[src/sv/pxc_pkg.sv]
`timescale 1ns / 1ps
// ----------------------------------------------------------------------------
// pxc_pkg: shared types and constants of the preamble cross-correlation peak detector
// Widths, preamble taps, peak-test ratios and pipeline depth.
// ----------------------------------------------------------------------------
package pxc_pkg;

	localparam int WINDOW_LEN  = 16;   // correlation window and power history depth
	localparam int SAMPLE_BITS = 16;   // significant low bits of each input part
	localparam int SMP_W       = 16;   // port width of one sample part
	localparam int COEF_W      = 13;   // signed tap width (largest |tap| is 2342)
	localparam int ACC_W       = 32;   // correlation partial sums (|sum| < 2^30)
	localparam int SHR         = 4;    // post-correlation scaling
	localparam int SQ_W        = 27;   // shifted sum part, signed
	localparam int POW_W       = 2 * SQ_W;
	localparam int RATIO_W     = 14;
	localparam int RATIO_HI    = 10000; // power * 10000 >= h * 9999
	localparam int RATIO_LO    = 9999;
	localparam int SCL_W       = POW_W + RATIO_W;
	localparam int TOT_W       = POW_W + $clog2(WINDOW_LEN);
	localparam int MEAN_NUM    = 13;   // 13 * sum(h) <= 160 * power
	localparam int MEAN_DEN    = 160;
	localparam int CMP_W       = TOT_W + 4;
	localparam int PIPE_N      = 6;    // register stages from accept to result

	typedef struct packed {
		logic signed [SMP_W-1:0] re;
		logic signed [SMP_W-1:0] im;
	} smp_t;

	typedef struct packed {
		logic signed [ACC_W-1:0] re;
		logic signed [ACC_W-1:0] im;
	} acc_t;

	// power history entry with its pre-scaled copy (h * 9999)
	typedef struct packed {
		logic [POW_W-1:0] pw;
		logic [SCL_W-1:0] scl;
	} pwr_ent_t;

	localparam int PRE_RE [WINDOW_LEN] = '{
		753, -2162, -212, 2342, 1507, 2342, -212, -2162,
		753, 32, -1294, -212, 0, -212, -1294, 32};
	localparam int PRE_IM [WINDOW_LEN] = '{
		-753, -32, 1294, 212, 0, 212, 1294, -32,
		-753, 2162, 212, -2342, -1507, -2342, 212, 2162};

	// Tap for the sample that is j items old: the current sample takes tap 0,
	// a sample j items old takes tap WINDOW_LEN - j.
	function automatic logic signed [COEF_W-1:0] tap_re(input int j);
		return COEF_W'(PRE_RE[(WINDOW_LEN - j) % WINDOW_LEN]);
	endfunction

	function automatic logic signed [COEF_W-1:0] tap_im(input int j);
		return COEF_W'(PRE_IM[(WINDOW_LEN - j) % WINDOW_LEN]);
	endfunction

endpackage

[src/sv/pxc_power_cell.sv]
`timescale 1ns / 1ps
// ----------------------------------------------------------------------------
// pxc_power_cell: one slot of the power history
// Holds a power and its scaled copy, passes both on, checks the ratio bound.
// ----------------------------------------------------------------------------
module pxc_power_cell import pxc_pkg::*; (
	input  logic             clk,
	input  logic             arst_n,
	input  logic             shift,
	input  pwr_ent_t         ent_in,
	input  logic [SCL_W-1:0] lim,
	output pwr_ent_t         ent,
	output logic             ok
);

	always_ff @(posedge clk or negedge arst_n) begin
		if (!arst_n) begin
			ent <= '0;
		end else if (shift) begin
			ent <= ent_in;
		end
	end

	// h * 9999 <= power * 10000
	assign ok = (ent.scl <= lim);

endmodule

[config.mk]
export PLATFORM = sky130hd
export DESIGN_NAME = pxc_power_cell
export DESIGN_NICKNAME = d
export VERILOG_FILES = /design/src/sv/pxc_pkg.sv /design/src/sv/pxc_power_cell.sv
export SDC_FILE = /design/constraint.sdc
export NUM_CORES = 1
export LEC_CHECK = 0
export ABC_AREA = 1
export BUFFER_PORTS_ARGS = -buffer_cell sky130_fd_sc_hd__buf_2
export CAP_MARGIN = 30
export CORE_AREA = 3 3 165 167
export DETAILED_ROUTE_END_ITERATION = 10
export DIE_AREA = 0 0 168 170
export HOLD_SLACK_MARGIN = 0.03
export PLACE_DENSITY = 0.46
export SYNTH_ARGS = -nofsm -noshare
export SYNTH_HDL_FRONTEND = slang
export SYNTH_SLANG_ARGS = --single-unit
[constraint.sdc]
create_clock -name clk -period 2 [get_ports clk]
set_input_delay 0 -clock clk [delete_from_list [all_inputs] [get_ports clk]]
set_output_delay 0 -clock clk [all_outputs]
set_load 0.005 [all_outputs]
# Word-level counts from Yosys, hierarchy flattened
# Index checks and enable logic that the tools add are counted.
dict set report classes {
  magnitude_cmp 1
}
# operator count
set op_table {}
lappend op_table {{<= comparator 68 bit} 1}
dict set report totals {
  in_bits 193
  wordCells 3
  register_bits 122
  output_inout_bits 123
}

# Logic depth before layout (Yosys ltp)
dict set report depth {
  depth_word 1
  ltp_mapped 15
  ltp_nobuf 15
}

# Least setup slack after synthesis
# OpenSTA, ideal clock, no wires.
dict set report synth_path {
  path_type {reg2out}
  startpoint {register ent[51] (netlist name)}
  endpoint {output port ok}
  arrival_time_ns 1.413
  path_buffers 0
  slack_ns 0.587
  required_ns 2.000
  path_stages_with_launch 13
  path_cell_list {dfrtp_1 -> ha_1 -> nand2_1 -> nor2_2 -> nand2_2 -> nor2_2 -> nand2_2 -> nor2_2 -> nand2_1 -> nand3_1 -> nor2_1 -> nand2_1 -> nand2_1}
}
dict set report synth_via {
  elab_chain_len 1
}
# element line
set synth_lines {}
lappend synth_lines {{from (decl)} pxc_power_cell.sv:12} ;# output pwr_ent_t ent,
lappend synth_lines {{from (signal assigned)} pxc_power_cell.sv:20} ;# ent <= ent_in;
lappend synth_lines {{<= comparator 68 bit} pxc_power_cell.sv:25} ;# assign ok = (ent.scl <= lim);
lappend synth_lines {{to (decl)} pxc_power_cell.sv:13} ;# output logic ok
# No other way between the ends.

# Worst setup path after layout
dict set report layout_path {
  startpoint {register ent[65] (netlist name)}
  endpoint {output port ok}
}
# The elaborated chain is that of the path after synthesis.

==> flow_summary.yaml <==
run_status:
  status: "finished, violations left"
  violations: "setup timing"
clock_tree:
  htreeDepth: 4
  root_buffer: "clkbuf_16"
  cts_tree: "yes"
  clock-sinks: 122
  cts_buffers: 17
  clk_latency_ns: 0.40
  clk_pin_slew_worst_paths_ns: 0.07
  ctsLongestPathBuffers: 2
synthesis:
  synth_top_cell_area_share_pct: 47.7
  syn-cell-area_mm2: 0.00640
  yosys_warnings: 0
  syn_inst: 566
  seq_area_frac_synth_pct: 47.7
  synth_seq_cells: 122
  yosysUniqueCellTypes: 24
  synth_nets: 827
  synth_top_cell_by_area: "dfrtp_1"
  synth_area_per_cell_um2: 11.3
  yosys-top-cells-area: "dfrtp_1 48%, ha_1 13%, mux2_1 12%"
timing:
  fin_crit_sh_pct: 104
  finalWorstSetupSlack_ns: -0.0898
  setup_viol: 1
  rsz0062_at_grt: "yes"
  slew_headroom_pct: 73.2
  fin_crit_ns: 2.09
  skew_ns: 0
  clock.fmax_mhz: 479
  tightest_slew_ns: 0.402
  hold_viol_final: 0
  slew_viol_final: 0
worst_setup_path:
  arrival_ns: 2.09
  cp-end-kind: "output pin"
  r2r_cells: 2
  worstPathMaxFanout: 3
  crit_type: "reg2out"
  timing.rr.start: "ent[97]"
  required_ns: 2.00
  regToRegEndpoint: "ent[97]"
  crit_path_start_kind: "flip-flop"
  r2r_slack_ns: 0.67
global_routing:
  antenna_found_initial: 1
  grt_overflow_total: 0
  grt_pass1_vias: 6051
  grt_pass1_wl_um: 30600
  track_usage_pct: 13.3
  grt_max_degree: 64
route:
  first_pass_iters: 4
  dr.first_iter.drc_count: 128
  drtAntennaViolNets: 0
  drc_errors: 0
  vias: 5629
  wirelength_um: 19400
  via_per_inst: 4.05
  avgRoutedWirePerCell_um: 14.0
power:
  vdd_drop_max_v: 0.000365
  p_per_area_mw_per_mm2: 716
  power_leakage_nw: 5.43
  power_mw: 7.60
placed_design:
  portBuffers: 315
  hpwl_um: 14300
  gp_congestion: 0.753
  dpl_cell_area_mm2: 0.00840
floorplan:
  die_height_um: 170
  core_area_mm2: 0.0259
  fp.dieArea_mm2: 0.0286
  start_util_pct: 24.7
  num_rows: 59
  io-pin-count: 316
  die_w_um: 168
final_layout:
  syn2layout_area_growth_pct: 65.7
  fin_area_mm2: 0.0106
  largest_register: "ent"
  fin_nets: 1301
  drive_above_1_share_pct: 44.1
  top_regs: "ent (122)"
  largest_reg_flops: 122
min_path:
  min_path_type: "in2async"
job:
  max_cap_viol_count: 0
-- where the power goes --
| part | internal, mW | switching (mW) |
|---|---|---|
| combinational | 0.937 | 0.707 |
| sequential | 2.72 | 0.160 |
| clock | 1.76 | 1.32 |
| total | 5.41 | 2.18 |
-- worst max path at each step --
stage                  from  to  slack (ns)  cells after the start
global placement    ent[59]  ok        0.29                     13
finish              ent[65]  ok       -0.09                     11
detailed placement  ent[35]  ok        0.23                     11
floorplan           ent[51]  ok        0.59                     12
global route        ent[65]  ok       -0.25                     13
CTS                 ent[53]  ok       -0.16                     13
-- Yosys cell counts, drive strengths merged --
master  count
o21ai       8
a21o        3
clkinv      1
and2        2
a21oi      29
mux2      121
a21boi      1
nand2      76
inv        85
nand4       4
o21a        4
dfrtp     122
nor2       26
ha         68
buf        14
nand3       2
-- per-stage QoR --
| step | hold slack [ns] | setup TNS [ns] | worst slack, ns | instances | utilization (%) |
|---|---|---|---|---|---|
| detailed placement | -0.0364 | 0 | 0.232 | 1207 | 32.4 |
| global route | 0.0758 | -0.248 | -0.248 | 1389 | 40.9 |
| CTS | 0.0460 | -0.163 | -0.163 | 1379 | 40.2 |
| floorplan | -0.296 | 0 | 0.587 | 566 | - |
| global placement | -0.0394 | 0 | 0.290 | 1207 | 32.4 |
| finish | 0.0621 | -0.0898 | -0.0898 | 1389 | 40.9 |
-- cell families (layout without fill, tap and decap cells) --
logic type / count (synthesis) / in the layout / share of synthesized area [%]
flip-flops: 122 / 122 / 47.7
multiplexers: 121 / 121 / 21.3
AND/OR/NAND/NOR: 110 / 110 / 7.31
buffers and inverters: 100 / 587 / 6.47
adder cells (fa/ha/maj): 68 / 68 / 13.3
AO/OA/AOI/OAI: 45 / 45 / 4.00
other: 0 / 1 / 0
-- metal layers --
layer  share of wire (%)  GRT usage [%]  vias to the layer above
li1                    -              -                     2823
met1                  43           16.0                     2594
met2                  49           22.9                      199
met3                 7.7           4.95                       13
met4                 1.1           3.13                        0
met5                   0              0                        -
-- layout make-up --
class | instances | area [µm²]
multi-input combinational | 344 | 3120
tap | 335 | 419
timing repair buffer | 469 | 3110
inverter | 86 | 323
antenna | 1 | 2.50
sequential | 122 | 3050
fill | 2537 | 15300
clock buffer | 17 | 425
clock inverter | 15 | 153
-- cells in the final DEF (no fill, tap or decap), types with 2 or more instances in the layout --
master	Yosys	final
nand4_1	4	4
inv_1	85	85
nor2_4	2	5
inv_8	0	3
clkbuf_16	0	17
nor2_1	20	10
dlygate4sd3_1	0	130
buf_12	0	4
ha_4	0	9
nand2_2	5	13
a21o_1	3	3
buf_2	7	313
clkinv_4	0	2
mux2_2	50	50
dfrtp_1	122	122
nand2_1	71	63
a21oi_1	29	28
o21ai_0	4	4
mux2_1	71	71
buf_4	6	22
nor2_2	4	11
clkinvlp_4	0	3
o21ai_1	4	4
ha_1	68	59
inv_6	0	5
o21a_1	3	3
-- critical path: stages, from the launching register on --
cell      delay, ns
dfrtp_1        0.42
ha_4           0.29
nand2_2        0.06
nor2_4         0.12
nand2_2        0.08
nor2_4         0.16
buf_4          0.13
a21boi_2       0.15
nor2_2         0.05
nand2_1        0.05
nand2_1        0.05
buf_2          0.13
-- what timing repair did --
item,CTS,global route
hold endpoints to repair,244,0
hold buffers,130,0
buffers inserted,10,9
gates resized for setup,18,15
endpoints found under the setup margin,1,1
gates cloned,0,0
pin swaps,14,19
No activity file was read; power rests on OpenSTA's default activity.
