### src/sv/pxc_pkg.sv
`timescale 1ns / 1ps
// ----------------------------------------------------------------------------
// pxc_pkg: shared types and constants of the preamble cross-correlation peak detector
// Widths, preamble taps, peak-test ratios and pipeline depth.
// ----------------------------------------------------------------------------
package pxc_pkg;

	localparam int WINDOW_LEN  = 16;   // correlation window and power history depth
	localparam int SAMPLE_BITS = 16;   // significant low bits of each input part
	localparam int SMP_W       = 16;   // port width of one sample part
	localparam int COEF_W      = 13;   // signed tap width (largest |tap| is 2342)
	localparam int ACC_W       = 32;   // correlation partial sums (|sum| < 2^30)
	localparam int SHR         = 4;    // post-correlation scaling
	localparam int SQ_W        = 27;   // shifted sum part, signed
	localparam int POW_W       = 2 * SQ_W;
	localparam int RATIO_W     = 14;
	localparam int RATIO_HI    = 10000; // power * 10000 >= h * 9999
	localparam int RATIO_LO    = 9999;
	localparam int SCL_W       = POW_W + RATIO_W;
	localparam int TOT_W       = POW_W + $clog2(WINDOW_LEN);
	localparam int MEAN_NUM    = 13;   // 13 * sum(h) <= 160 * power
	localparam int MEAN_DEN    = 160;
	localparam int CMP_W       = TOT_W + 4;
	localparam int PIPE_N      = 6;    // register stages from accept to result

	typedef struct packed {
		logic signed [SMP_W-1:0] re;
		logic signed [SMP_W-1:0] im;
	} smp_t;

	typedef struct packed {
		logic signed [ACC_W-1:0] re;
		logic signed [ACC_W-1:0] im;
	} acc_t;

	// power history entry with its pre-scaled copy (h * 9999)
	typedef struct packed {
		logic [POW_W-1:0] pw;
		logic [SCL_W-1:0] scl;
	} pwr_ent_t;

	localparam int PRE_RE [WINDOW_LEN] = '{
		753, -2162, -212, 2342, 1507, 2342, -212, -2162,
		753, 32, -1294, -212, 0, -212, -1294, 32};
	localparam int PRE_IM [WINDOW_LEN] = '{
		-753, -32, 1294, 212, 0, 212, 1294, -32,
		-753, 2162, 212, -2342, -1507, -2342, 212, 2162};

	// Tap for the sample that is j items old: the current sample takes tap 0,
	// a sample j items old takes tap WINDOW_LEN - j.
	function automatic logic signed [COEF_W-1:0] tap_re(input int j);
		return COEF_W'(PRE_RE[(WINDOW_LEN - j) % WINDOW_LEN]);
	endfunction

	function automatic logic signed [COEF_W-1:0] tap_im(input int j);
		return COEF_W'(PRE_IM[(WINDOW_LEN - j) % WINDOW_LEN]);
	endfunction

endpackage

### src/sv/pxc_corr_cell.sv
`timescale 1ns / 1ps
// ----------------------------------------------------------------------------
// pxc_corr_cell: one tap of the transposed correlator
// Multiplies the broadcast sample by a fixed tap and adds the neighbor's sum.
// ----------------------------------------------------------------------------
module pxc_corr_cell import pxc_pkg::*; (
	input  logic                     clk,
	input  logic                     arst_n,
	input  logic                     shift,
	input  smp_t                     x,
	input  logic signed [COEF_W-1:0] c_re,
	input  logic signed [COEF_W-1:0] c_im,
	input  acc_t                     sum_in,
	output acc_t                     sum
);

	logic signed [SMP_W+COEF_W-1:0] p_rr, p_ii, p_ri, p_ir;
	acc_t                           sum_d;

	// plain complex product, no conjugate
	assign p_rr = x.re * c_re;
	assign p_ii = x.im * c_im;
	assign p_ri = x.re * c_im;
	assign p_ir = x.im * c_re;

	assign sum_d.re = sum_in.re + ACC_W'(p_rr) - ACC_W'(p_ii);
	assign sum_d.im = sum_in.im + ACC_W'(p_ri) + ACC_W'(p_ir);

	always_ff @(posedge clk or negedge arst_n) begin
		if (!arst_n) begin
			sum <= '0;
		end else if (shift) begin
			sum <= sum_d;
		end
	end

endmodule

### config.mk
export PLATFORM = sky130hd
export DESIGN_NAME = pxc_corr_cell
export DESIGN_NICKNAME = d
export VERILOG_FILES = /design/src/sv/pxc_pkg.sv /design/src/sv/pxc_corr_cell.sv
export SDC_FILE = /design/constraint.sdc
export NUM_CORES = 2
export LEC_CHECK = 0
export BUFFER_PORTS_ARGS = -buffer_cell sky130_fd_sc_hd__buf_2
export CAP_MARGIN = 20
export CELL_PAD_IN_SITES_DETAIL_PLACEMENT = 2
export CELL_PAD_IN_SITES_GLOBAL_PLACEMENT = 2
export CORE_MARGIN = 1.5
export CORE_UTILIZATION = 38
export DETAILED_ROUTE_END_ITERATION = 8
export PLACE_DENSITY_LB_ADDON = 0.25
export SYNTH_ARGS = -nofsm -noshare
export SYNTH_HDL_FRONTEND = slang
export SYNTH_SLANG_ARGS = --single-unit
### constraint.sdc
create_clock -name clk -period 1.2 [get_ports clk]
set_clock_uncertainty 0.2 [all_clocks]
set_input_delay 0.24 -clock clk [delete_from_list [all_inputs] [get_ports clk]]
set_output_delay 0.24 -clock clk [all_outputs]
set_load 0.005 [all_outputs]
### After elaboration in Yosys (flattened, before gate mapping)

Index checks and enable logic that the tools add are counted.

* multipliers: 4
* $add $sub $neg: 4

Operators with widths (count)
* $mul A16 B13 Y29: 4
* $add A32 B29 Y32: 3
* $sub A32 B29 Y32: 1

* bits of input ports: 125
* bits in registers: 64
* output and inout bits: 64

### Logic depth before layout (Yosys ltp)

* depth in word-level cells: 3
* depth in mapped cells: 26
* gate-level depth less buffers: 25

### Least setup slack after synthesis

Ideal clock, no wire load.

* kind: input port to flip-flop
* from: input port x[31] in the netlist's numbering
* to: register sum[61] in the netlist's numbering
* data arrival time: 6631 ps
* path buffers: 2
* setup slack: -5758 ps
* cell stages on the path: 20
* cells stage by stage: clkbuf_1 clkbuf_1 nand2_1 fa_1 inv_1 fa_1 fa_1 fa_1 fa_1 fa_1 fa_1 ha_1 ha_1 a211oi_1 nor2_1 o41ai_1 o21ai_0 o221ai_1 a31oi_1 a311o_1

* longest elaborated chain between the ends: 3

Ends and longest elaborated chain
* start, declared: RTL line pxc_corr_cell.sv:10 `input smp_t x,`
* $mul A16 B13 Y29: RTL line pxc_corr_cell.sv:21 `assign p_rr = x.re * c_re;`
* $add A32 B29 Y32: RTL line pxc_corr_cell.sv:26 `assign sum_d.re = sum_in.re + ACC_W'(p_rr) - ACC_W'(p_ii);`
* $sub A32 B29 Y32: RTL line pxc_corr_cell.sv:26
* end signal, assigned: RTL line pxc_corr_cell.sv:33 `sum <= sum_d;`
* end, declared: RTL line pxc_corr_cell.sv:14 `output acc_t sum`

Every way passes these cells.
A chain may end at the register's enable or synchronous reset.

### Worst setup path in the final report

* from: input port c_re[3]
* to: register sum[26] in the netlist's numbering

* longest elaborated chain between the ends: 2

Ends and longest elaborated chain
* start, declared: RTL line pxc_corr_cell.sv:11 `input logic signed [COEF_W-1:0] c_re,`
* $mul A16 B13 Y29: RTL line pxc_corr_cell.sv:24 `assign p_ir = x.im * c_re;`
* $add A32 B29 Y32: RTL line pxc_corr_cell.sv:27 `assign sum_d.im = sum_in.im + ACC_W'(p_ri) + ACC_W'(p_ir);`

Every way passes these cells.

==> results.cfg <==
[run_status]
outcome = finished with violations
violations = negative setup slack

[finish]
antenna_cells = 0
fillCellCount = 9777
nets = 5818
reg.largest.list = sum x64
largest_reg_flops = 64
final_core_util_pct = 50.3
area_delta_synth_final_pct = 30.7
regMostFlops = sum
drive_gt1_share_pct = 30.0

[drt]
viasPerCell = 5.18
drc_errors = 0
drtAntennaViolNets = 0
dr.pass1.iters = 5
vias = 29400
routed_wl_mm = 160
avgRoutedWirePerCell_um = 28.3
drt_iter0_drc = 1379

[global_route]
grt_pass1_wl_mm = 211
grt_start_max_net_pins = 32
grt_antenna_before_repair = 0
grt_pass1_vias = 35600
track_usage_pct = 28.7
grt_overflow_total = 0

[timing]
setup_viol = 128
worstMarginPinSlew_ns = 0.612
slew_headroom_pct = 59.1
min_period_over_period_pct = 591
max_freq_ghz = 0.141
final-hold-violation-count = 0
drv_slew = 0
rsz0062_at_grt = yes
setup_ws_ns = -5.89
final.min_clock_period_ns = 7.09
fin_tns_setup_ns = -324.06

[yosys]
ys_types = 70
synth_edf_count = 0
synth_async_sr_flop_share_pct = 100
synth.ff_latch_count = 64
synth_top_area_cell = fa_1
synth_most_common_cell = fa_1
synth_cells = 3754
syn_avg_cell_area_um2 = 9.77
yosys_warnings = 0
synth_nets = 5173
netlist_area_um2 = 36700
yosys-top-cells-count = fa_1, inv_1, nand2_1
synth_ff_type = dfrtp_1
seq_area_frac_synth_pct = 4.37
synth_top_area_share_pct = 55.7
yosys-top-cells-area = fa_1, inv_1, ha_1

[clocking]
cts-htree-levels = 3
clk_pin_slew_ns = 0.09
cts_root_buffer = clkbuf_16
cts_buffers = 9
clk_latency_ns = 0.41
cts_sinks = 64
cts_tree = done
clk_path_buf_depth = 2

[worst_setup_path]
crit_fanout = 9
critPathKind = input pin to register
worst_setup_path_start_kind = input pin
crit_path_end_kind = register
cp.required_ns = 1.31
crit_arrival_ns = 7.20

[placed_design]
gp_congestion = 0.853
dpl.hpwl_mm = 113
portBuffers = 188

[die]
die_width_um = 314
die_area_um2 = 98400
pin_count = 189
fp.coreArea_um2 = 95300
fp-row-count = 113
start_util_pct = 38.5
fp.dieH_um = 314

[job]
cap_violations = 0

[hold_path]
hold_class = input pin to asynchronous set/reset pin
-- cell usage in the layout (no fill, tap or decap), types with 15 or more instances in the layout --
cell and n:
fa_2 78, and2_1 263, a21o_1 21, mux2_2 15
buf_12 63, buf_6 117, ha_1 171, xnor2_1 41
dfrtp_1 64, inv_2 49, buf_8 20, mux2_4 24
nor2_1 72, buf_4 456, o21a_1 15, a21oi_2 18
ha_4 101, fa_1 942, nand2b_1 18, clkbuf_16 16
and2_4 56, nand2_2 26, nand2_1 444, buf_2 128
inv_1 940
-- area by class of cell --
class	count	area, um^2	share of cell area (%)
clock buffer	9	225	0.470
timing repair buffer	792	7130	14.9
tap	1265	1580	3.30
multi-input combinational	2540	33600	70.0
sequential	64	1600	3.34
inverter	992	3730	7.78
clock inverter	7	103	0.214
-- metal layers --
layer	wire length [um]	global-route usage [%]	part of all wire [%]
met2	86600	54.0	54
met4	10400	10.5	6.5
met1	57100	33.4	36
met5	0	0	0
met3	6220	3.01	3.9
-- cell families after synthesis --
group	Yosys count	synth area share, %
compound gates	182	3.59
xor+xnor	62	1.48
fa+ha+maj	1294	65.0
buf+inv	1150	11.8
flops	64	4.37
mux	39	1.21
simple gates	963	12.5
-- worst max-delay path, cell delays in order --
cell       delay (ns)
buf_8            0.13
buf_6            0.15
and2_1           0.22
fa_1             0.60
inv_1            0.10
fa_1             0.52
inv_1            0.08
ha_1             0.16
inv_1            0.07
fa_1             0.59
inv_1            0.10
fa_2             0.51
fa_1             0.60
inv_2            0.06
fa_2             0.39
inv_2            0.08
fa_2             0.45
ha_4             0.20
a211oi_2         0.54
nor2_4           0.12
a2bb2oi_4        0.24
a21oi_4          0.10
or3_4            0.42
a31oi_4          0.15
xnor2_1          0.09
mux2_4           0.25
-- worst paths after layout --
path	from	slack [ns]	depth (start not counted)	endpoint
min	arst_n	0.0001	2	sum[1]
min reg2reg	sum[25]	0.30	2	sum[25]
max reg2reg	sum[61]	-0.27	3	sum[61]
min in group clk	sum_in[33]	0.05	3	sum[33]
max	c_re[3]	-5.89	26	sum[26]
max in group asynchronous	arst_n	0.31	3	sum[56]
-- through the flow --
| stage | area [um^2] | cells | hold slack, ns | setup slack [ns] |
|---|---|---|---|---|
| detailed placement | 43700 | 5511 | -0.0967 | -6.43 |
| floorplan | 38400 | 3754 | -0.256 | -5.34 |
| CTS | 45700 | 5585 | -0.0159 | -5.61 |
| global placement | 43700 | 5511 | -0.0964 | -6.15 |
| global route | 47900 | 5669 | 0.00644 | -5.97 |
| finish | 47900 | 5669 | 0.000130 | -5.89 |
-- timing repair --
| item | CTS | global route |
|---|---|---|
| cloned | 0 | 7 |
| hold buffers | 1 | 0 |
| hold endpoints to repair | 65 | 0 |
| setup buffers | 63 | 93 |
| gates resized for setup | 334 | 311 |
| endpoints found under the setup margin | 128 | 128 |
| pin swaps | 143 | 182 |
Power is left out: the tool's default activity adds up to more than one toggle a clock period on the data nets, which glitch-free logic cannot reach.
